$ cat src/sv/vbc_pkg.sv
// Shared constants, entry layout and control structs for the vertical box clusterer.
package vbc_pkg;

  localparam int MaxClusters = 32;
  localparam int CoordBits   = 12;
  localparam int FracBits    = 4;

  localparam int IdxW     = $clog2(MaxClusters);
  localparam int UseW     = $clog2(MaxClusters + 1);
  localparam int AvgW     = CoordBits + FracBits;
  localparam int MidW     = CoordBits + 2;
  localparam int BotW     = CoordBits + 1;
  localparam int MemCntW  = 16;
  localparam int DvdW     = AvgW + MemCntW + 1;
  localparam int DvsW     = MemCntW + 1;
  localparam int StepW    = $clog2(DvdW + 1);
  localparam int AreaW    = 2 * CoordBits;
  localparam int OvW      = 2 * BotW;

  localparam int InDataW  = 4 * CoordBits;
  localparam int OutDataW = 8;
  localparam int OutUserW = 2;

  localparam int CfgIdxW  = 2;
  localparam int CfgDataW = CoordBits;

  localparam logic [CfgIdxW-1:0]   RegHeightLimit   = 2'd0;
  localparam logic [CfgIdxW-1:0]   RegBorderLimit   = 2'd1;
  localparam logic [CfgDataW-1:0]  HeightLimitReset = 12'd10;
  localparam logic [CfgDataW-1:0]  BorderLimitReset = 12'd80;
  localparam logic [MemCntW-1:0]   CountMax         = 16'hFFFF;

  typedef struct packed {
    logic [MidW-1:0]      mid;
    logic [AvgW-1:0]      avg_w;
    logic [AvgW-1:0]      avg_h;
    logic [BotW-1:0]      bottom;
    logic [CoordBits-1:0] left;
    logic [CoordBits-1:0] top;
    logic [CoordBits-1:0] width;
    logic [CoordBits-1:0] height;
    logic [MemCntW-1:0]   count;
  } entry_t;

  typedef struct packed {
    logic load_box;
    logic rd_entry;
    logic calc;
    logic inc_idx;
    logic mul;
    logic div_start;
    logic div_step;
    logic wr_join;
    logic wr_new;
  } cmd_t;

  typedef struct packed {
    logic at_end;
    logic hit;
    logic div_done;
    logic out_busy;
  } stat_t;

endpackage

$ cat src/sv/vbc_ctrl.sv
// Sequencer for scan, join arithmetic and result hand-off.
module vbc_ctrl (
  input  logic          clk_i,
  input  logic          rst_ni,
  input  logic          in_valid_i,
  output logic          in_ready_o,
  input  vbc_pkg::stat_t stat_i,
  output vbc_pkg::cmd_t  cmd_o
);
  import vbc_pkg::*;

  typedef enum logic [3:0] {
    StIdle, StScan, StCalc, StChk, StMul, StDivStart, StDiv, StJoin, StNew
  } state_e;

  state_e state_q, state_d;

  always_comb begin
    state_d = state_q;
    cmd_o   = '0;
    unique case (state_q)
      StIdle: begin
        if (in_valid_i) begin
          cmd_o.load_box = 1'b1;
          state_d        = StScan;
        end
      end
      StScan: begin
        if (stat_i.at_end) begin
          state_d = StNew;
        end else begin
          cmd_o.rd_entry = 1'b1;
          state_d        = StCalc;
        end
      end
      StCalc: begin
        cmd_o.calc = 1'b1;
        state_d    = StChk;
      end
      StChk: begin
        if (stat_i.hit) begin
          state_d = StMul;
        end else begin
          cmd_o.inc_idx = 1'b1;
          state_d       = StScan;
        end
      end
      StMul: begin
        cmd_o.mul = 1'b1;
        state_d   = StDivStart;
      end
      StDivStart: begin
        cmd_o.div_start = 1'b1;
        state_d         = StDiv;
      end
      StDiv: begin
        if (stat_i.div_done) begin
          state_d = StJoin;
        end else begin
          cmd_o.div_step = 1'b1;
        end
      end
      StJoin: begin
        if (!stat_i.out_busy) begin
          cmd_o.wr_join = 1'b1;
          state_d       = StIdle;
        end
      end
      StNew: begin
        if (!stat_i.out_busy) begin
          cmd_o.wr_new = 1'b1;
          state_d      = StIdle;
        end
      end
      default: state_d = StIdle;
    endcase
  end

  assign in_ready_o = (state_q == StIdle);

  always_ff @(posedge clk_i or negedge rst_ni) begin
    if (!rst_ni) begin
      state_q <= StIdle;
    end else begin
      state_q <= state_d;
    end
  end

endmodule

$ cat config.mk
export PLATFORM = sky130hd
export DESIGN_NAME = vbc_ctrl
export DESIGN_NICKNAME = d
export VERILOG_FILES = /design/src/sv/vbc_pkg.sv /design/src/sv/vbc_ctrl.sv
export SDC_FILE = /design/constraint.sdc
export NUM_CORES = 1
export LEC_CHECK = 0
export BUFFER_PORTS_ARGS = -buffer_cell sky130_fd_sc_hd__buf_4
export CAP_MARGIN = 20
export CORE_AREA = 2 2 39 41
export CTS_BUF_LIST = sky130_fd_sc_hd__clkbuf_8
export DETAILED_ROUTE_END_ITERATION = 7
export DIE_AREA = 0 0 41 43
export PLACE_DENSITY_LB_ADDON = 0.25
export SKIP_LAST_GASP = 1
export SYNTH_ARGS = -nofsm -noshare
export SYNTH_HDL_FRONTEND = slang
export SYNTH_SLANG_ARGS = --single-unit
$ cat constraint.sdc
create_clock -name clk_i -period 2.6 [get_ports clk_i]
set_clock_uncertainty 0.1 [all_clocks]
set_input_delay 0.39 -clock clk_i [delete_from_list [all_inputs] [get_ports clk_i]]
set_output_delay 0.39 -clock clk_i [all_outputs]
set_load 0.05 [all_outputs]
; After elaboration in Yosys (flattened, before gate mapping)
; Index checks and enable logic that the tools add are counted.
[totals]
ff_bits = 4
elab_cells = 35
output_inout_bits = 10
[op_classes]
n_eq_ne = 11
n_reduce_logical = 3
muxes = 20
[op_table]
columns = op, count
row1 = 4-bit case mux with 8 select lines, 1
row2 = 4-bit by 3-bit equality test with 1-bit output (second input constant), 4
row3 = 4-bit 2-to-1 mux, 4
row4 = 1-bit 2-to-1 mux, 14
row5 = 4-bit by 2-bit equality test with 1-bit output (second input constant), 2
row6 = 2-bit != test (second input constant), 3
row7 = 4-bit by 1-bit equality test with 1-bit output (second input constant), 1
row8 = 4-bit equality test (second input constant), 1
row9 = 4-bit logical NOT, 1
row10 = 3-bit 2-to-1 mux, 1
row11 = 3-bit AND reduction, 1
row12 = 2-bit OR reduction, 1

; Depth between registers and ports, before layout
; Gate-level depths: netlist of run 1.
[depth]
depth_word = 4
mapped_depth = 5
ltp_nobuf = 4

; Worst setup path after synthesis of run 1
; OpenSTA, ideal clock, no wires.
[synth_timing]
path_kind = reg2out
startpoint = reg state_q[1]
endpoint = out cmd_o[8] in the netlist's numbering
path_stages_with_launch = 4
t_arrival_ns = 2.732
required_ns = 2.110
path_slack_ns = -0.622
cell_sequence = dfrtp_1 buf_2 nor4_1 and2_1
[synth_lines]
columns = element, line_no
row1 = from (decl), vbc_ctrl.sv:16  ; state_e state_q, state_d;
row2 = from (signal assigned), vbc_ctrl.sv:83  ; state_q <= StIdle;
row3 = from (signal assigned), vbc_ctrl.sv:85  ; state_q <= state_d;
row4 = to (decl), vbc_ctrl.sv:8  ; output vbc_pkg::cmd_t cmd_o

==> metrics.cfg, run 1 <==
[sta]
fin_crit_ns=2.09
setup_viol=0
slew_violations=0
fmax_ghz=0.478
tns_ns=0
timing_worst_slew_pin_value_ns=0.417
hold_violations=0
rsz0062_at_grt=no
worst_slack_ns=0.509
slew_headroom_pct=72.2
fin_crit_sh_pct=80.4

[final_layout]
antenna_cells=0
multi_input_area_sq_um=235
regArea_sq_um=100
nFillCells=150
layout-drive-gt1-share_pct=41.0
areaGrowthSynthToFinish_pct=53.1
nets=70
largest_reg_flops=4
regMostFlops=state_q
reg.largest.list=state_q: 4 flops
final_core_util_pct=38.3

[die]
start_util_pct=25.0
die_w_microns=41
num_io_pins=17
dieArea_sq_um=1760
num_rows=14
fp.dieH_microns=43
core_area_sq_um=1380

[synth]
ys_seq_area_share_pct=28.9
synth_top_area_share_pct=28.9
synth_cells=45
syn_area_sq_um=347
syn-num-nets=52
ys_top_cells_by_area=dfrtp_1 29%, nor3_1 8.7%, nand2b_1 7.2%, a21oi_1 5.8%, buf_2 5.8%
syn-mean-instance-area_sq_um=7.70
ys_ff_latch=4
synth_cell_types=19
ys.warnings.count=0
yosys.area.top_type=dfrtp_1

[min_path]
hp-class=in -> async

[clock_network]
numCtsBuffers=3
insertion_delay_ns=0.22
clk_path_buf_depth=2
htree_num_levels=1
cts_sinks=4
clk_pin_slew_worst_paths_ns=0.03
cts_tree=done
root_buffer=clkbuf_8

[routing]
drt_iter0_drc=3
drt-pass1-iter-count=4
vias=388
wl_microns=843
drcViolationCount=0
via_per_inst=5.04
antenna_left=0
avgRoutedWirePerCell_microns=10.9

[grt]
grt_pass1_vias=320
grt_max_degree=15
grtUsageTotal_pct=11.5
gr-total-overflow=0
antenna_found_initial=0
grt_pass1_wl_microns=1350

[placement]
dp_hpwl_microns=616
gp_congestion=0.750
portBuffers=16
place_ws_ns=0.744

[pwr]
switching_power_uw=383
report.power.total_uw=738
pwr-share-clk_pct=17.9
pwr-share-seq_pct=25.1
switching_share_pct=51.9
internal-power_uw=355
leakage_uw=0.000233
comb_power_share_pct=57.0
ir_drop_mv=0.419
power.density_nw_per_um2=1390

[setup_path]
worstSetupEndpointType=primary output
slowest_delay_ns=0.59
worstPathMaxFanout=12
crit_family=simple AND/OR/NAND/NOR gates
worstPathBufferInverterCount=1
worstPathArrival_ns=1.60
cp-start-kind=flop
required_ns=2.11
critPathSlowestCell=or4b_4
crit_path_cell_trace=or4b_4, nor2_1, buf_4
path_class=reg -> out

[status]
status=finished, final reports clean

[flow_run]
max-cap-violations=0

-- cell usage in the layout (no fill, tap or decap), types with 2 or more instances in the layout --
master,count
a21oi_1,4
buf_4,16
clkbuf_8,3
dfrtp_1,4
nand2_1,4
nand2b_1,4
nor2_1,5
nor3_1,6
nor4_2,2
-- synth_stat cells --
library cell and count:
or3_1 1, nor4_1 3, o21ai_0 1, mux2_4 1, a22o_4 1, nor2_1 5, dfrtp_1 4, nor3b_1 1
a31oi_1 1, o2bb2ai_1 1, and2_1 1, a21oi_1 4, o21ai_2 1, nand2b_1 4, nor3_1 6, inv_1 1
nand2_1 4, buf_2 4, or4b_4 1
-- stage by stage --
step           hold slack (ns)  area (sq um)  std cells
6_report                 0.403           531         77
3_5_place_dp            0.0875           479         73
4_1_cts                  0.404           531         77
5_1_grt                  0.428           531         77
3_3_place_gp            0.0861           479         73
2_1_floorplan         -0.00559           359         45
-- worst reg2reg max path, cell delays in order, from the launching register on --
cell and delay (ns):
dfrtp_1 0.50, or4b_4 0.59, o21ai_2 0.08, a22o_4 0.14, mux2_4 0.29
-- power groups by stage --
stage	combinational (uW)	clock, uW	sequential (uW)
2_1_floorplan	404	0	109
3_3_place_gp	427	0	188
3_5_place_dp	422	0	185
4_1_cts	424	136	184
5_1_grt	454	138	200
6_report	421	132	185
-- timing repair --
item,CTS,global route
resized for setup,0,0
hold buffers,1,0
hold endpoints to repair,4,0
endpoints found under the setup margin,0,0
setup buffers,0,0
-- kinds of logic (layout without fill, tap and decap cells) --
| logic type | after synthesis | after routing | share of synthesized area, % |
|---|---|---|---|
| and+or+nand+nor | 26 | 26 | 40.8 |
| AOI/OAI and AO/OA | 9 | 9 | 19.1 |
| buffers and inverters | 5 | 21 | 6.86 |
| DFF | 4 | 4 | 28.9 |
| muxes | 1 | 1 | 4.33 |
-- per-layer routing --
| metal | global-route usage [%] | routed length, microns | vias to the layer above | share of wire [%] |
|---|---|---|---|---|
| met5 | 0 | 0 | - | 0 |
| met2 | 15.9 | 408 | 14 | 48 |
| li1 | - | - | 193 | - |
| met1 | 14.3 | 347 | 179 | 41 |
| met4 | 10.0 | 19 | 0 | 2.3 |
| met3 | 2.09 | 67 | 2 | 7.9 |
-- worst paths after layout --
| path | endpoint | slack (ns) | from | cells past startpoint |
|---|---|---|---|---|
| max in group asynchronous | state_q[1]$_DFFE_PN0P_ | 1.90 | rst_ni | 2 |
| min | state_q[3]$_DFFE_PN0P_ | 0.40 | rst_ni | 2 |
| min reg2reg | state_q[3]$_DFFE_PN0P_ | 0.60 | state_q[1]$_DFFE_PN0P_ | 1 |
| min in group clk_i | state_q[3]$_DFFE_PN0P_ | 0.43 | stat_i[3] | 3 |
| max | cmd_o[0] | 0.51 | state_q[1]$_DFFE_PN0P_ | 3 |
| max reg2reg | state_q[0]$_DFFE_PN0P_ | 0.78 | state_q[1]$_DFFE_PN0P_ | 4 |
-- layout make-up --
class	instances	area share, %
sequential	4	18.9
inverter	1	0.708
tap	16	3.77
multi-input combinational	36	44.3
clock buffer	3	7.78
timing repair buffer	17	24.5
No activity file was read; power rests on OpenSTA's default activity.
==> run 2: changes to the inputs <==
==> constraint.sdc (replaced) <==
create_clock -name clk_i -period 1.94 [get_ports clk_i]
set_clock_uncertainty 0.1 [all_clocks]
set_input_delay 0.291 -clock clk_i [delete_from_list [all_inputs] [get_ports clk_i]]
set_output_delay 0.291 -clock clk_i [all_outputs]
set_load 0.05 [all_outputs]
==> metrics.cfg, run 2 (synthesis results as in run 1) <==
[setup_path]
worstReg2RegEnd=state_q[0]$_DFFE_PN0P_
worstPathBufferInverterCount=1
worstReg2RegStart=state_q[1]$_DFFE_PN0P_
r2r_cells=4
r2r_slack_ns=0.22
worstPathMaxFanout=7
path_class=reg -> out
required_ns=1.55
worstSetupEndpointType=primary output
crit_path_cell_trace=or4b_4, nor2_2, buf_4
crit_family=simple AND/OR/NAND/NOR gates
critPathSlowestCell=or4b_4
cp-start-kind=flop
startpoint=state_q[1]$_DFFE_PN0P_
worstPathArrival_ns=1.50
slowest_delay_ns=0.56

[routing]
wl_microns=966
via_per_inst=4.99
drcViolationCount=0
avgRoutedWirePerCell_microns=11.9
drt-pass1-iter-count=4
vias=404
drt_iter0_drc=2
antenna_left=0

[grt]
grtUsageTotal_pct=13.6
grt_max_degree=12
grt_pass1_vias=369
antenna_found_initial=0
gr-total-overflow=0
grt_pass1_wl_microns=1560

[pwr]
power.density_nw_per_um2=1840
ir_drop_mv=0.656
leakage_uw=0.000257
report.power.total_uw=1090

[sta]
slew_violations=0
timing_worst_slew_pin_value_ns=0.276
fin_crit_ns=1.89
hold_violations=0
fmax_ghz=0.528
setup_viol=0
rsz0062_at_grt=no
fin_crit_sh_pct=97.6
slew_headroom_pct=81.6
tns_ns=0

[die]
die_w_microns=41
start_util_pct=25.0
dieArea_sq_um=1760
fp.dieH_microns=43
num_io_pins=17
core_area_sq_um=1380
num_rows=14

[status]
status=finished, final reports clean

[placement]
gp_congestion=0.721
dp_hpwl_microns=688
dpl.cell_count=77
portBuffers=16

[clock_network]
clk_path_buf_depth=2
htree_num_levels=1
root_buffer=clkbuf_8
cts_setup_buffers=0
clk_pin_slew_worst_paths_ns=0.03
cts_sinks=4
insertion_delay_ns=0.22
numCtsBuffers=3
cts_tree=done

[final_layout]
final_common_cell=buf_4
nFillCells=138
antenna_cells=0
layout-drive-gt1-share_pct=53.8
largest_reg_flops=4
nets=74
layout_common_cells=20 x buf_4, 4 x nand2b_1, 4 x nor2_1, 4 x nand2_1, 4 x a21oi_1
final_core_util_pct=42.9
reg.largest.list=state_q: 4 flops
final_cells=81
regMostFlops=state_q
areaGrowthSynthToFinish_pct=71.5

[flow_run]
max-cap-violations=0

[min_path]
hp-class=in -> async

## run 2: cell types whose count changed in the layout (fill, tap and decap cells not counted)
| cell | change |
|---|---|
| buf_4 | +4 |
| nor3_1 | -3 |
| nor3_2 | +3 |
| dfrtp_1 | -1 |
| dfrtp_2 | +1 |
| nor2_1 | -1 |
| nor2_2 | +1 |
| nor4_1 | -1 |
| nor4_4 | +1 |
## run 2: report_power, final
| group | total, uW | internal [uW] | switching [uW] |
|---|---|---|---|
| logic | 733 | 276 | 457 |
| clock network | 174 | 132 | 42.3 |
| registers | 184 | 126 | 58.0 |
## run 2: final cells by class
class                      count  area [sq um]  share of cell area (%)
multi-input combinational     36           268                    45.1
timing repair buffer          21           160                    26.9
sequential                     4           101                    17.1
clock buffer                   3          41.3                    6.95
tap                           16          20.0                    3.37
inverter                       1          3.75                   0.632
## run 2: routing by layer
layer,vias to the layer above,global-route usage [%],wire length [microns]
met5,-,0,0
met4,0,12.0,10
met3,2,3.66,71
met2,18,20.0,488
met1,184,15.0,395
li1,200,-,-
## run 2: what timing repair did
action	4_1_cts	5_1_grt
endpoints found under the setup margin	0	1
gates resized for setup	0	1
hold endpoints to repair	4	0
hold buffers	1	0
## run 2: worst max-delay path by stage
| stage | to | slack, ns | depth (start not counted) |
|---|---|---|---|
| 5_1_grt | cmd_o[0] | 0.007 | 3 |
| 3_5_place_dp | state_q[0]$_DFFE_PN0P_ | 0.21 | 4 |
| 3_3_place_gp | state_q[0]$_DFFE_PN0P_ | 0.23 | 4 |
| 2_1_floorplan | cmd_o[8] | -0.54 | 3 |
| 6_report | cmd_o[0] | 0.05 | 3 |
| 4_1_cts | cmd_o[0] | 0.02 | 3 |
## run 2: per-stage QoR
stage	hold WS (ns)	setup slack [ns]	instance area [sq um]
floorplan	-0.105	-0.544	392
global placement	-0.0135	0.227	542
detailed placement	-0.0120	0.209	542
CTS	0.298	0.0182	593
global route	0.323	0.00662	594
finish	0.311	0.0463	594
